$ cat config.mk
export PLATFORM = sky130hd
export DESIGN_NAME = utf8_to_cp1251_transcoder_unit
export DESIGN_NICKNAME = d
export VERILOG_FILES = /design/src/rtl/utf8cp_pkg.sv /design/src/rtl/utf8cp_front.sv /design/src/rtl/utf8cp_queue.sv /design/src/rtl/utf8cp_back.sv /design/src/rtl/utf8_to_cp1251_transcoder_unit.sv
export SDC_FILE = /design/constraint.sdc
export NUM_CORES = 1
export LEC_CHECK = 0
export BUFFER_PORTS_ARGS = -buffer_cell sky130_fd_sc_hd__buf_4
export CORE_ASPECT_RATIO = 1.5
export CORE_MARGIN = 4
export CORE_UTILIZATION = 35
export CTS_CLUSTER_SIZE = 30
export DETAILED_ROUTE_END_ITERATION = 10
export GPL_TIMING_DRIVEN = 0
export PLACE_DENSITY_LB_ADDON = 0.12
export SYNTH_ARGS = -nofsm -noshare
export SYNTH_HDL_FRONTEND = slang
export SYNTH_SLANG_ARGS = --single-unit
$ cat constraint.sdc
create_clock -name clock -period 5.9 [get_ports clock]
set_input_delay 1.18 -clock clock [delete_from_list [all_inputs] [get_ports clock]]
set_output_delay 1.18 -clock clock [all_outputs]
set_load 0.05 [all_outputs]
$ cat src/rtl/utf8cp_pkg.sv
// ----------------------------------------------------------------------------
// utf8cp_pkg
// Shared types, constants and the code point to Windows-1251 mapping.
// ----------------------------------------------------------------------------
package utf8cp_pkg;

   localparam int          QDEPTH      = 4;
   localparam int          QPTR_W      = $clog2(QDEPTH);
   localparam logic [7:0]  QMARK       = 8'h3F;
   localparam logic [7:0]  MAX_RESET   = 8'd128;
   localparam logic [20:0] CP_ASCII_HI = 21'h00007F;
   localparam logic [20:0] CP_CYR_LO   = 21'h000410;
   localparam logic [20:0] CP_CYR_HI   = 21'h00044F;
   localparam logic [20:0] CP_MAX      = 21'h10FFFF;
   localparam logic [7:0]  CYR_OFFSET  = 8'h50;     // low byte of 0x410 - 0xC0
   localparam logic [7:0]  SPECIAL_BASE = 8'h80;

   // code points of Windows-1251 bytes 0x80..0xBF, zero where unassigned
   localparam logic [15:0] SPECIAL_CP [64] = '{
      16'h0402, 16'h0403, 16'h201A, 16'h0453, 16'h201E, 16'h2026, 16'h2020, 16'h2021,
      16'h20AC, 16'h2030, 16'h0409, 16'h2039, 16'h040A, 16'h040C, 16'h040B, 16'h040F,
      16'h0452, 16'h2018, 16'h2019, 16'h201C, 16'h201D, 16'h2022, 16'h2013, 16'h2014,
      16'h0000, 16'h2122, 16'h0459, 16'h203A, 16'h045A, 16'h045C, 16'h045B, 16'h045F,
      16'h00A0, 16'h040E, 16'h045E, 16'h0408, 16'h00A4, 16'h0490, 16'h00A6, 16'h00A7,
      16'h0401, 16'h00A9, 16'h0404, 16'h00AB, 16'h00AC, 16'h00AD, 16'h00AE, 16'h0407,
      16'h00B0, 16'h00B1, 16'h0406, 16'h0456, 16'h0491, 16'h00B5, 16'h00B6, 16'h00B7,
      16'h0451, 16'h2116, 16'h0454, 16'h00BB, 16'h0458, 16'h0405, 16'h0455, 16'h0457
   };

   // one pending result: a character (by code point) or the end item
   typedef struct packed {
      logic        is_end;
      logic [20:0] cp;
      logic [7:0]  count;
   } res_type;

   // queue entry: one or two results caused by one input byte
   typedef struct packed {
      res_type r0;
      res_type r1;
      logic    two;
   } entry_type;

   function automatic logic [7:0] map_cp(input logic [20:0] cp);
      logic [7:0] res;
      logic       found;
      res   = QMARK;
      found = 1'b0;
      if (cp <= CP_ASCII_HI) begin
         res = cp[7:0];
      end else if (cp >= CP_CYR_LO && cp <= CP_CYR_HI) begin
         res = cp[7:0] - CYR_OFFSET;
      end else begin
         for (int i = 0; i < 64; i++) begin
            if (!found && SPECIAL_CP[i] != 16'h0000 && cp == {5'b0, SPECIAL_CP[i]}) begin
               res   = SPECIAL_BASE + 8'(i);
               found = 1'b1;
            end
         end
      end
      return res;
   endfunction

endpackage

$ cat src/rtl/utf8cp_front.sv
// ----------------------------------------------------------------------------
// utf8cp_front
// UTF-8 decoder: tracks the open sequence and the per-string count, and
// turns each accepted byte into zero, one or two pending results.
// ----------------------------------------------------------------------------
module utf8cp_front (
   input  logic                  clock,
   input  logic                  reset,
   input  logic                  accept,
   input  logic [7:0]            in_byte,
   input  logic                  csr_we,
   input  logic [7:0]            csr_data,
   output logic                  push,
   output utf8cp_pkg::entry_type push_data
);
   import utf8cp_pkg::*;

   logic [1:0]  pend_ff, pend_in;
   logic [1:0]  len_ff, len_in;
   logic [20:0] acc_ff, acc_in;
   logic [7:0]  cnt_ff, cnt_in;
   logic [7:0]  max_ff, max_in;

   res_type     a_res, b_res;
   logic        a_valid, b_valid;
   logic [20:0] acc_next;
   logic        fresh, cp_ok;

   // decode one byte
   always_comb begin
      pend_in  = pend_ff;
      len_in   = len_ff;
      acc_in   = acc_ff;
      cnt_in   = cnt_ff;
      a_valid  = 1'b0;
      b_valid  = 1'b0;
      a_res    = '0;
      b_res    = '0;
      fresh    = 1'b1;
      acc_next = {acc_ff[14:0], in_byte[5:0]};
      cp_ok    = 1'b0;
      unique case (len_ff)
         2'd1:    cp_ok = acc_next >= 21'h80;
         2'd2:    cp_ok = acc_next >= 21'h800 &&
                          (acc_next < 21'hD800 || acc_next > 21'hDFFF);
         2'd3:    cp_ok = acc_next >= 21'h10000 && acc_next <= CP_MAX;
         default: cp_ok = 1'b0;
      endcase

      // continue or break the open sequence
      if (pend_ff != 2'd0) begin
         if (in_byte[7:6] == 2'b10) begin
            fresh   = 1'b0;
            acc_in  = acc_next;
            pend_in = pend_ff - 2'd1;
            if (pend_ff == 2'd1) begin
               a_res.cp = cp_ok ? acc_next : {13'b0, QMARK};
               if (cnt_ff < max_ff) begin
                  a_valid = 1'b1;
                  cnt_in  = cnt_ff + 8'd1;
               end
               len_in = 2'd0;
               acc_in = '0;
            end
         end else begin
            a_res.cp = {13'b0, QMARK};
            if (cnt_ff < max_ff) begin
               a_valid = 1'b1;
               cnt_in  = cnt_ff + 8'd1;
            end
            pend_in = 2'd0;
            len_in  = 2'd0;
            acc_in  = '0;
         end
      end

      // byte taken afresh
      if (fresh) begin
         if (in_byte == 8'h00) begin
            b_valid      = 1'b1;
            b_res.is_end = 1'b1;
            b_res.count  = cnt_in;
            pend_in      = 2'd0;
            len_in       = 2'd0;
            acc_in       = '0;
            cnt_in       = 8'd0;
         end else if (in_byte < 8'h80 || in_byte < 8'hC2 || in_byte > 8'hF4) begin
            b_res.cp = (in_byte < 8'h80) ? {13'b0, in_byte} : {13'b0, QMARK};
            if (cnt_in < max_ff) begin
               b_valid = 1'b1;
               cnt_in  = cnt_in + 8'd1;
            end
         end else if (in_byte <= 8'hDF) begin
            pend_in = 2'd1;
            len_in  = 2'd1;
            acc_in  = {16'b0, in_byte[4:0]};
         end else if (in_byte <= 8'hEF) begin
            pend_in = 2'd2;
            len_in  = 2'd2;
            acc_in  = {17'b0, in_byte[3:0]};
         end else begin
            pend_in = 2'd3;
            len_in  = 2'd3;
            acc_in  = {18'b0, in_byte[2:0]};
         end
      end

      if (!accept) begin
         pend_in = pend_ff;
         len_in  = len_ff;
         acc_in  = acc_ff;
         cnt_in  = cnt_ff;
      end
      max_in = csr_we ? csr_data : max_ff;
   end

   // pack results in order of appearance
   always_comb begin
      push          = accept && (a_valid || b_valid);
      push_data.r0  = a_valid ? a_res : b_res;
      push_data.r1  = b_res;
      push_data.two = a_valid && b_valid;
   end

   always_ff @(posedge clock) begin
      if (reset) begin
         pend_ff <= '0;
         len_ff  <= '0;
         acc_ff  <= '0;
         cnt_ff  <= '0;
         max_ff  <= MAX_RESET;
      end else begin
         pend_ff <= pend_in;
         len_ff  <= len_in;
         acc_ff  <= acc_in;
         cnt_ff  <= cnt_in;
         max_ff  <= max_in;
      end
   end

endmodule

$ cat src/rtl/utf8cp_queue.sv
// ----------------------------------------------------------------------------
// utf8cp_queue
// Short flip-flop queue between decoder and output sequencer.
// ----------------------------------------------------------------------------
module utf8cp_queue (
   input  logic                  clock,
   input  logic                  reset,
   input  logic                  push,
   input  utf8cp_pkg::entry_type push_data,
   input  logic                  pop,
   output logic                  full,
   output logic                  nonempty,
   output utf8cp_pkg::entry_type head
);
   import utf8cp_pkg::*;

   entry_type         mem_ff [QDEPTH];
   logic [QPTR_W-1:0] wr_ff, wr_in;
   logic [QPTR_W-1:0] rd_ff, rd_in;
   logic [QPTR_W:0]   cnt_ff, cnt_in;

   assign full     = cnt_ff == (QPTR_W+1)'(QDEPTH);
   assign nonempty = cnt_ff != '0;
   assign head     = mem_ff[rd_ff];

   // pointer and fill count update
   always_comb begin
      wr_in  = push ? wr_ff + QPTR_W'(1) : wr_ff;
      rd_in  = pop ? rd_ff + QPTR_W'(1) : rd_ff;
      cnt_in = cnt_ff + (QPTR_W+1)'(push) - (QPTR_W+1)'(pop);
   end

   always_ff @(posedge clock) begin
      if (reset) begin
         wr_ff  <= '0;
         rd_ff  <= '0;
         cnt_ff <= '0;
      end else begin
         wr_ff  <= wr_in;
         rd_ff  <= rd_in;
         cnt_ff <= cnt_in;
      end
   end

   always_ff @(posedge clock) begin
      if (push) begin
         mem_ff[wr_ff] <= push_data;
      end
   end

endmodule

$ cat src/rtl/utf8cp_back.sv
// ----------------------------------------------------------------------------
// utf8cp_back
// Output sequencer: maps code points to bytes and hands results out one
// per cycle while rsp_pop takes them, through an output register.
// ----------------------------------------------------------------------------
module utf8cp_back (
   input  logic                  clock,
   input  logic                  reset,
   input  logic                  q_nonempty,
   input  utf8cp_pkg::entry_type q_head,
   output logic                  q_pop,
   input  logic                  rsp_pop,
   output logic                  rsp_empty,
   output logic [7:0]            rsp_out_byte,
   output logic                  rsp_is_end,
   output logic [7:0]            rsp_char_count,
   output logic                  rsp_last_of_run
);
   import utf8cp_pkg::*;

   logic       slot_ff, slot_in;
   logic       valid_ff, valid_in;
   logic [7:0] byte_ff, byte_in;
   logic       end_ff, end_in;
   logic [7:0] count_ff, count_in;
   logic       last_ff, last_in;

   res_type    cur;
   logic       load, last;

   // select the slot and build the next output item
   always_comb begin
      cur      = slot_ff ? q_head.r1 : q_head.r0;
      last     = slot_ff || !q_head.two;
      load     = q_nonempty && (!valid_ff || rsp_pop);
      q_pop    = load && last;
      slot_in  = load ? !last : slot_ff;
      valid_in = load || (valid_ff && !rsp_pop);
      byte_in  = byte_ff;
      end_in   = end_ff;
      count_in = count_ff;
      last_in  = last_ff;
      if (load) begin
         byte_in  = cur.is_end ? 8'h00 : map_cp(cur.cp);
         end_in   = cur.is_end;
         count_in = cur.is_end ? cur.count : 8'h00;
         last_in  = last;
      end
   end

   always_ff @(posedge clock) begin
      if (reset) begin
         slot_ff  <= 1'b0;
         valid_ff <= 1'b0;
      end else begin
         slot_ff  <= slot_in;
         valid_ff <= valid_in;
      end
   end

   always_ff @(posedge clock) begin
      byte_ff  <= byte_in;
      end_ff   <= end_in;
      count_ff <= count_in;
      last_ff  <= last_in;
   end

   assign rsp_empty       = !valid_ff;
   assign rsp_out_byte    = byte_ff;
   assign rsp_is_end      = end_ff;
   assign rsp_char_count  = count_ff;
   assign rsp_last_of_run = last_ff;

endmodule

$ cat src/rtl/utf8_to_cp1251_transcoder_unit.sv
// ----------------------------------------------------------------------------
// utf8_to_cp1251_transcoder_unit
// UTF-8 to Windows-1251 transcoder, queue-style ports on both sides.
// ----------------------------------------------------------------------------
// Usage:
//   Input: drive req_in_byte and raise req_push; the byte is taken on a
//   clock edge where req_full is low. One byte per cycle is sustained while req_full stays low.
//   Output: while rsp_empty is low the oldest result is on the rsp_ ports;
//   rsp_pop takes it. A byte that completes a character gives one result,
//   a broken sequence followed by a character or a zero byte gives two;
//   rsp_last_of_run marks the final result of a byte. The zero byte gives
//   an end item (rsp_is_end, rsp_char_count) and starts a new string.
//   A byte is decoded into the 4-entry queue at the accepting edge, then
//   the mapping stage puts its result into the output register, from
//   which it can be popped. Results leave at one per cycle while rsp_pop
//   is high, set by the single output register; the two results of a
//   byte leave one after the other.
//   Stall: if rsp_pop stays low the queue fills and req_full rises.
//   csr_max_chars (write through csr_valid/csr_ready, always ready) sets
//   the character limit per string; write it only while idle.
//   Reset (synchronous) empties the queue, clears the decoder and sets the
//   limit to 128.
// ----------------------------------------------------------------------------
module utf8_to_cp1251_transcoder_unit (
   input  logic       clock,
   input  logic       reset,
   input  logic       req_push,
   output logic       req_full,
   input  logic [7:0] req_in_byte,
   output logic       rsp_empty,
   input  logic       rsp_pop,
   output logic [7:0] rsp_out_byte,
   output logic       rsp_is_end,
   output logic [7:0] rsp_char_count,
   output logic       rsp_last_of_run,
   input  logic       csr_valid,
   output logic       csr_ready,
   input  logic [7:0] csr_max_chars
);
   import utf8cp_pkg::*;

   logic      accept, q_push, q_pop, q_full, q_nonempty;
   entry_type q_data, q_head;

   assign csr_ready = 1'b1;
   assign req_full  = q_full;
   assign accept    = req_push && !q_full;

   utf8cp_front u_front (
      .clock     (clock),
      .reset     (reset),
      .accept    (accept),
      .in_byte   (req_in_byte),
      .csr_we    (csr_valid && csr_ready),
      .csr_data  (csr_max_chars),
      .push      (q_push),
      .push_data (q_data)
   );

   utf8cp_queue u_queue (
      .clock     (clock),
      .reset     (reset),
      .push      (q_push),
      .push_data (q_data),
      .pop       (q_pop),
      .full      (q_full),
      .nonempty  (q_nonempty),
      .head      (q_head)
   );

   utf8cp_back u_back (
      .clock           (clock),
      .reset           (reset),
      .q_nonempty      (q_nonempty),
      .q_head          (q_head),
      .q_pop           (q_pop),
      .rsp_pop         (rsp_pop),
      .rsp_empty       (rsp_empty),
      .rsp_out_byte    (rsp_out_byte),
      .rsp_is_end      (rsp_is_end),
      .rsp_char_count  (rsp_char_count),
      .rsp_last_of_run (rsp_last_of_run)
   );

   // end item is always the last of its byte and carries a zero byte
   a_end_item: assert property (@(posedge clock) disable iff (reset)
      (!rsp_empty && rsp_is_end) |-> (rsp_last_of_run && rsp_out_byte == 8'h00))
      else $error("end item malformed");

   // character items carry no count
   a_char_count: assert property (@(posedge clock) disable iff (reset)
      (!rsp_empty && !rsp_is_end) |-> (rsp_char_count == 8'h00))
      else $error("character item with count");

   // never write a full queue, never pop an empty one
   a_queue_flow: assert property (@(posedge clock) disable iff (reset)
      !(q_push && q_full) && !(q_pop && !q_nonempty))
      else $error("queue overflow or underflow");

   // a queued entry reaches the output register in the next cycle when free
   a_drain: assert property (@(posedge clock) disable iff (reset)
      (q_nonempty && rsp_empty) |=> !rsp_empty)
      else $error("output stage failed to load");

endmodule
==> results.py, run 1 <==
metrics = {
    "clock_tree": {
        "cts_buffer_depth": 3,
        "htreeDepth": 1,
        "clk_pin_slew_ps": 60,
        "numClockSinks": 252,
        "insertion_delay_ps": 540,
        "tritoncts_clock_tree": "done",
        "cts_root_buf": "clkbuf_16",
        "cts.hold.buffers_added": 0,
        "cts_inserted_buffers": 26,
    },
    "logic_synthesis": {
        "synth-edff-count": 206,
        "postSynthAreaPerCell_um2": 12.3,
        "primary_ff_master_synth": "edfxtp_1",
        "synthesis.nets": 1046,
        "yosys.cell_types.count": 81,
        "seq_area_frac_synth_pct": 57.9,
        "synth-xor-area-share_pct": 1.21,
        "synth_compound_area_share_pct": 10.5,
        "syn_area_um2": 12300,
        "yosys.area_share.adder_pct": 3.02,
        "synth_top_family_by_area": "simple AND/OR/NAND/NOR gates",
        "muxShareOfSynthArea_pct": 10.1,
        "synth-seq-cells": 252,
        "synthesis.yosys.warnings": 0,
        "async_reset_ff_share_pct": 0,
        "post_synth_and_or_nand_nor_area_fraction_pct": 14.3,
        "syn-instance-count": 996,
    },
    "die": {
        "fp.coreArea_um2": 34400,
        "row_count": 83,
        "die_w_um": 161,
        "die_height_um": 237,
        "io-pin-count": 42,
        "die_area_um2": 38200,
        "floorplan.initialDensity_pct": 35.7,
    },
    "cells_and_area": {
        "final_util_pct": 41.3,
        "layout.filler_cells": 3264,
        "layout.area.seq_um2": 7110,
        "final_area_um2": 14200,
        "flow.area_growth_from_synthesis_pct": 15.7,
        "final_net_count": 1118,
        "layout_common_cells": "206 x edfxtp_1, 94 x nor2_1, 80 x nand2_1",
        "layout.cells.most_common": "edfxtp_1",
        "final_layout_size_suffix_gt1_share_pct": 15.4,
        "diodes": 0,
        "multiInputGateArea_um2": 4900,
    },
    "placement": {
        "preCtsSetupSlack_ps": -2700,
        "buffer_ports.inserted": 38,
        "placedInstanceArea_um2": 13200,
        "gp_congestion": 0.943,
        "dp.final_hpwl_mm": 24.0,
    },
    "grt": {
        "grt_pass1_wl_mm": 53.4,
        "grt_max_degree": 28,
        "antenna_found_initial": 0,
        "overflow": 0,
        "grt.total_usage_pct": 18.0,
        "via_count_of_the_first_global_routing_pass": 8921,
    },
    "routing": {
        "drtIter0Drc": 493,
        "viasPerCell": 5.49,
        "detail_route.wirelength_mm": 34.5,
        "number_of_drc_violations_after_detailed_routing": 0,
        "wl_per_cell_um": 22.2,
        "drtAntennaViolNets": 0,
        "firstDrtPassIters": 5,
        "routed-via-count": 8530,
    },
    "worst_setup_path": {
        "critical_path.n_buffers_inverters": 5,
        "critical_path.cell_chain": "buf_4 > nor3b_1 > a2111oi_4 > nor2b_1 > clkbuf_2 > nand4_1 > xor2_2 > inv_1 > ha_1 > a21o_1 > a2111oi_4 > o211ai_1 > buf_4 > a31oi_4 > ha_1 > inv_1 > fa_1 > xor2_1 > xnor2_1 > nor2_1",
        "crit_path_top_delay_cell": "nor3b_1",
        "critical_path.max_fanout": 10,
        "cp-start-kind": "input port",
        "timing.critical_path.required_ps": 6300,
        "family_with_the_most_delay_on_the_worst_path": "compound AO/OA/AOI/OAI gates",
        "worst_endpoint_data_arrival_time_ps": 6080,
        "timing_worst_setup_path_type": "input port to flop",
        "worst_setup_path_end_kind": "flop",
        "critPathMaxStageDelay_ps": 790,
    },
    "sta": {
        "finalCriticalPeriod_ps": 5680,
        "post-route-period-util_pct": 96.4,
        "worst_clock_skew_ps": 17.6,
        "setup_viol": 0,
        "final_hold_viol_count": 0,
        "report.final.slew_viol_count": 0,
        "max_slew.worst_pin.slew_ps": 1270,
        "rsz_0062_raised_after_global_routing": "no",
        "timing.final.ws_setup_ps": 215,
        "slew_headroom_pct": 14.4,
        "max_freq_ghz": 0.176,
    },
    "pwr": {
        "power_density_nw_per_um2": 452,
        "seqPwrFrac_pct": 35.6,
        "p_leak_nw": 4.92,
        "internal_power_w": 0.00403,
        "ir_drop_v": 0.000269,
        "pwr-share-clk_pct": 27.1,
        "design_power_total_w": 0.00642,
        "switching_share_pct": 37.2,
        "power.switching_w": 0.00239,
        "combinationalPowerShare_pct": 37.3,
    },
    "status": {
        "status": "finished, final reports clean",
    },
    "min_path": {
        "hold_path.class": "flop to flop",
    },
    "run": {
        "max-cap-violations": 0,
    },
}
## flip-flops by register name, indices dropped and copies added (netlist names), named ones only
signal / count
u_queue.mem_ff: 188
u_front.acc_ff: 15
u_back.rsp_char_count: 8
u_back.rsp_out_byte: 8
u_front.cnt_ff: 8
u_front.max_ff: 8
u_queue.cnt_ff: 3
u_front.len_ff: 2
u_front.pend_ff: 2
u_queue.rd_ff: 2
u_queue.wr_ff: 2
u_back.rsp_is_end: 1
u_back.rsp_last_of_run: 1
u_back.slot_ff: 1
u_back.valid_ff: 1
## cell type report
type / count / share of cell area [%]
Tap cell: 467 / 4.12
Clock inverter: 15 / 1.22
Multi-Input combinational cell: 662 / 34.5
Inverter: 40 / 1.06
Clock buffer: 33 / 5.28
Buffer: 45 / 1.45
Sequential cell: 252 / 50.1
Timing Repair Buffer: 41 / 2.26
## layer usage
metal | GRT usage [%] | vias to the layer above | routed length [µm]
met1 | 21.4 | 4229 | 13700
met5 | 0 | - | 0
met4 | 7.66 | 0 | 1490
met3 | 1.87 | 87 | 1230
li1 | - | 3965 | -
met2 | 33.0 | 249 | 18100
## final timing paths
kind / from / end / slack [ps] / depth (start not counted)
worst max-delay path: req_in_byte[6] / u_queue.cnt_ff[2] / 220 / 20
worst min-delay path: u_front.acc_ff[12] / u_front.acc_ff[12] / 470 / 2
worst max register to register: u_front.max_ff[5] / u_queue.cnt_ff[2] / 300 / 22
worst min register to register: u_front.acc_ff[12] / u_front.acc_ff[12] / 470 / 2
## power by group through the flow
stage	clock network, W	registers, W	logic [W]
after floorplan	0	0.00253	0.00142
after global placement	0	0.00233	0.00239
after detailed placement	0	0.00233	0.00238
after CTS	0.00178	0.00229	0.00241
after global routing	0.00186	0.00231	0.00258
final	0.00174	0.00228	0.00239
## per-stage QoR
step / hold slack, ps / setup TNS, ps / std cells
2_1_floorplan: 435 / -5620 / 996
3_3_place_gp: 454 / -519500 / 1501
3_5_place_dp: 458 / -504960 / 1502
4_1_cts: 467 / 0 / 1555
5_1_grt: 498 / 0 / 1555
6_report: 468 / 0 / 1555
## timing repair
item                                    4_1_cts  5_1_grt
hold endpoints to repair                      0        0
endpoints found under the setup margin      205      188
resized for setup                            12        3
cloned                                        3        0
setup buffers                                 2        0
pin swaps                                     4        0
## cell usage after synthesis (3+ instances only)
| library cell | n | area share (%) |
|---|---|---|
| buf_4 | 4 | 0.24 |
| a2111oi_0 | 4 | 0.29 |
| o211ai_1 | 8 | 0.49 |
| a21o_1 | 5 | 0.31 |
| buf_2 | 10 | 0.41 |
| nor4_1 | 7 | 0.36 |
| o22ai_1 | 6 | 0.31 |
| nor2b_1 | 10 | 0.51 |
| edfxtp_1 | 206 | 50 |
| or4_1 | 4 | 0.24 |
| o21ai_1 | 4 | 0.16 |
| a311o_1 | 4 | 0.33 |
| nand2b_1 | 8 | 0.41 |
| or3_1 | 8 | 0.41 |
| a311oi_1 | 5 | 0.36 |
| a21oi_1 | 56 | 2.3 |
| inv_1 | 40 | 1.2 |
| a22o_1 | 4 | 0.29 |
| xnor2_1 | 11 | 0.79 |
| a2bb2oi_1 | 8 | 0.57 |
| nor4b_1 | 4 | 0.29 |
| a22oi_1 | 9 | 0.55 |
| nor2_1 | 94 | 2.9 |
| buf_1 | 3 | 0.092 |
| ha_1 | 28 | 2.9 |
| xor2_1 | 6 | 0.43 |
| nor3_1 | 26 | 1.1 |
| o21ai_0 | 23 | 0.94 |
| nand2_1 | 80 | 2.4 |
| a211oi_1 | 4 | 0.24 |
| nand4_1 | 15 | 0.77 |
| nand3_1 | 35 | 1.4 |
| and2_1 | 27 | 1.4 |
| dfxtp_1 | 46 | 7.5 |
| and4_1 | 3 | 0.21 |
| o21a_1 | 8 | 0.49 |
| a31oi_1 | 8 | 0.41 |
| nor3b_1 | 4 | 0.24 |
| o31a_1 | 3 | 0.21 |
| mux2i_1 | 30 | 2.4 |
| clkbuf_1 | 27 | 0.83 |
| mux2_2 | 3 | 0.28 |
| o2111ai_1 | 4 | 0.29 |
| mux4_2 | 38 | 7.0 |
| and3_1 | 15 | 0.77 |
## worst register-to-register path: stages (launching register included)
cell and delay [ps]:
dfxtp_1 330, inv_1 60, ha_1 310, a21o_1 180, a21o_1 210, a2111oi_4 510, nor2b_1 200, clkbuf_2 290
nand4_1 190, xor2_2 400, inv_1 110, ha_1 310, a21o_1 210, a2111oi_4 480, o211ai_1 150, buf_4 180
a31oi_4 350, ha_1 220, inv_1 50, fa_1 360, xor2_1 170, xnor2_1 140, nor2_1 50
## kinds of logic (layout without fill, tap and decap cells)
logic type | Yosys count | count (layout)
muxes | 73 | 73
AOI/OAI and AO/OA | 188 | 188
other | 1 | 1
DFF | 252 | 252
and+or+nand+nor | 351 | 354
xor gates and xnor gates | 17 | 17
buffers and inverters | 85 | 174
adders and majority gates | 29 | 29
Power figures use the tool's default switching activity.
==> inputs of run 2 (changes only) <==
--- a/config.mk
+++ b/config.mk
@@ -5,6 +5,7 @@
 export SDC_FILE = /design/constraint.sdc
 export NUM_CORES = 1
 export LEC_CHECK = 0
+export ABC_AREA = 1
 export BUFFER_PORTS_ARGS = -buffer_cell sky130_fd_sc_hd__buf_4
 export CORE_ASPECT_RATIO = 1.5
 export CORE_MARGIN = 4
==> run 2 against run 1 <==
Count of clock-buffer cells in the layout decreased by 1. Sequential power is essentially flat. Flip-flop and latch count stayed put. Synthesized area up 8.5%. Hold slack improved by 1.5 ps. Cell count rose by 39%. Critical endpoint is now u_queue.mem_ff[1][43]. Critical path type unchanged. Synthesized cell count up 56%. Largest power group unchanged. Die area grew 8.1%.
==> results.py, run 2 <==
metrics = {
    "cells_and_area": {
        "layout_common_cells": "273 x nand2_1, 228 x nor2_1, 219 x inv_1",
        "top_register": "u_queue.mem_ff",
        "diodes": 0,
        "final_area_um2": 15600,
        "largest_register_ffs": 188,
        "final_net_count": 1706,
        "layout.cells.most_common": "nand2_1",
        "final_util_pct": 41.5,
        "layout.filler_cells": 3763,
        "reg.largest.list": "u_queue.mem_ff x188, u_front.acc_ff x15",
        "flow.area_growth_from_synthesis_pct": 17.2,
        "final_layout_size_suffix_gt1_share_pct": 11.9,
    },
    "sta": {
        "setup_viol": 0,
        "max_freq_ghz": 0.181,
        "worst_clock_skew_ps": 32.2,
        "rsz_0062_raised_after_global_routing": "yes",
        "max_slew.worst_pin.slew_ps": 963,
        "finalCriticalPeriod_ps": 5520,
        "final_hold_viol_count": 0,
        "slew_headroom_pct": 35.3,
        "report.final.slew_viol_count": 0,
        "timing.setup.tns_ps": 0,
        "post-route-period-util_pct": 93.5,
    },
    "placement": {
        "dp.final_hpwl_mm": 28.1,
        "gp_congestion": 0.916,
        "buffer_ports.inserted": 40,
        "placedInstanceArea_um2": 14300,
    },
    "routing": {
        "firstDrtPassIters": 5,
        "drtIter0Drc": 921,
        "routed-via-count": 11200,
        "number_of_drc_violations_after_detailed_routing": 0,
        "viasPerCell": 5.16,
        "wl_per_cell_um": 18.3,
        "drtAntennaViolNets": 0,
        "detail_route.wirelength_mm": 39.6,
    },
    "worst_setup_path": {
        "worst_endpoint_data_arrival_time_ps": 5700,
        "timing_worst_setup_path_type": "input port to flop",
        "cp-start-kind": "input port",
        "family_with_the_most_delay_on_the_worst_path": "simple AND/OR/NAND/NOR gates",
        "critical_path.n_buffers_inverters": 7,
        "worst_setup_path_end_kind": "flop",
        "timing.critical_path.mode_cell": "inv_1",
        "critical_path.cell_chain": "buf_4 > inv_1 > nor2_1 > inv_1 > nor2_2 > inv_1 > nand4_1 > inv_2 > nand4_1 > nor2_1 > xor2_1 > ha_1 > nand2_1 > inv_1 > nand4_1 > o2111ai_1 > nor2_1 > inv_1 > nand3_1 > nand2_2 > nor2_2",
        "critPathMaxStageDelay_ps": 810,
        "timing.critical_path.required_ps": 6080,
        "crit_path_top_delay_cell": "nor2_2",
        "critical_path.max_fanout": 13,
    },
    "logic_synthesis": {
        "synthesis.nets": 1601,
        "synth_top_family_by_area": "simple AND/OR/NAND/NOR gates",
        "async_reset_ff_share_pct": 0,
        "yosys.area_share.adder_pct": 2.78,
        "synth-edff-count": 206,
        "synth-xor-area-share_pct": 0.658,
        "syn_area_um2": 13300,
        "synth-seq-cells": 252,
        "yosysMostFrequentCell": "nand2_1",
        "yosys.cell_types.count": 48,
        "muxShareOfSynthArea_pct": 0,
        "synth_top_area_share_pct": 46.5,
        "syn-instance-count": 1551,
        "synth.area.top_cells": "edfxtp_1 47%, nand2_1 7.8%, dfxtp_1 6.9%",
        "synthesis.yosys.warnings": 0,
        "seq_area_frac_synth_pct": 53.4,
        "ys_top_cells_by_count": "275 x nand2_1, 237 x nor2_1, 223 x inv_1, 206 x edfxtp_1, 95 x o21ai_0",
        "postSynthAreaPerCell_um2": 8.58,
        "post_synth_and_or_nand_nor_area_fraction_pct": 24.7,
        "primary_ff_master_synth": "edfxtp_1",
        "cell_type_with_the_highest_aggregate_area_in_the_netlist": "edfxtp_1",
        "synth_compound_area_share_pct": 9.68,
    },
    "pwr": {
        "combinationalPowerShare_pct": 39.9,
        "p_leak_nw": 6.31,
        "switching_share_pct": 40.3,
        "ir_drop_v": 0.000271,
        "power_density_nw_per_um2": 421,
        "power.switching_w": 0.00265,
        "internal_power_w": 0.00393,
        "seqPwrFrac_pct": 35.1,
        "pwr-share-clk_pct": 25.0,
    },
    "die": {
        "die_w_um": 167,
        "io-pin-count": 42,
        "row_count": 87,
        "die_area_um2": 41300,
        "fp.coreArea_um2": 37600,
        "floorplan.initialDensity_pct": 35.4,
        "die_height_um": 247,
    },
    "clock_tree": {
        "insertion_delay_ps": 550,
        "clk_pin_slew_ps": 60,
        "cts.hold.buffers_added": 0,
        "cts_buffer_depth": 3,
        "cts_inserted_buffers": 26,
        "htreeDepth": 1,
        "numClockSinks": 252,
        "tritoncts_clock_tree": "done",
        "cts_root_buf": "clkbuf_16",
    },
    "grt": {
        "overflow": 0,
        "grt_max_degree": 28,
        "grt_pass1_wl_mm": 60.0,
        "via_count_of_the_first_global_routing_pass": 10900,
        "antenna_found_initial": 0,
        "grt.total_usage_pct": 18.2,
    },
    "run": {
        "max-cap-violations": 0,
    },
    "min_path": {
        "hold_path.class": "flop to flop",
    },
    "status": {
        "status": "finished, final reports clean",
    },
}
==> run 2: cell types whose count changed in the layout (fill, tap and decap cells not counted), moves of 17 or more <==
cell     previous run  this run
nor3_1             26        44
nand3_1            35        88
and2_1             23         0
nand4_1            15        60
mux4_2             38         0
o22ai_1             6        27
nor2_1             94       228
inv_1              40       219
nor2_2              1        18
o21ai_0            23        93
mux2i_1            30         0
buf_4              44        71
nand2_1            80       273
==> run 2: through the flow <==
step           total power, W  cells  hold WS [ps]  setup slack [ps]
2_1_floorplan         0.00399   1551           436              -363
3_5_place_dp          0.00480   2085           463              -735
4_1_cts               0.00647   2130           473              22.2
5_1_grt               0.00698   2165           498             -89.9
6_report              0.00657   2165           470               381
3_3_place_gp          0.00477   2080           451             -3520
==> run 2: area by class of cell <==
cell class                 instances  area (µm²)  area share [%]
inverter                         236         903            5.79
timing repair buffer              76         663            4.25
clock inverter                    16         145           0.931
buffer                            46         287            1.84
clock buffer                      32         713            4.57
sequential                       252        7110            45.6
multi-input combinational       1018        5160            33.1
tap                              489         612            3.92
==> run 2: worst paths after layout <==
check / slack [ps] / start / cells after the start / end
max: 380 / req_in_byte[7] / 21 / u_queue.mem_ff[1][43]
min: 470 / u_queue.rd_ff[1] / 2 / u_queue.rd_ff[1]
max reg2reg: 440 / flop / 45 / u_back.rsp_out_byte[7]
min reg2reg: 470 / u_queue.rd_ff[1] / 2 / u_queue.rd_ff[1]
==> run 2: what timing repair did <==
action | 4_1_cts | 5_1_grt
buffers inserted | 0 | 29
pin swaps | 0 | 15
gates cloned | 0 | 6
resized for setup | 9 | 25
setup endpoints to repair | 105 | 193
==> run 2: logic make-up (layout without fill, tap and decap cells) <==
logic type      after synthesis  in the layout
buf+inv                     285            406
other cells                   1              1
compound gates              224            224
xor+xnor                     10             10
fa+ha+maj                    29             29
simple gates                750            754
flops                       252            252
==> run 2: power groups by stage <==
stage,Combinational [W],Sequential [W],Clock (W)
finish,0.00262,0.00231,0.00165
global route,0.00289,0.00233,0.00176
CTS,0.00248,0.00231,0.00169
detailed placement,0.00245,0.00235,0
global placement,0.00240,0.00237,0
floorplan,0.00142,0.00257,0
==> run 2: metal layers <==
layer / global-route usage [%] / part of all wire [%] / up-vias
li1: - / - / 5477
met2: 33.2 / 50 / 326
met4: 7.43 / 4.3 / 0
met1: 21.9 / 41 / 5269
met5: 0 / 0 / -
met3: 2.02 / 4.6 / 99
==> run 2: worst reg2reg max path, delay by kind of cell (launching register included) <==
kind            cells  cell delay (ps)
compound gates      3              310
buf+inv             6              680
simple gates       35             3770
fa+ha+maj           1              180
flops               1              330
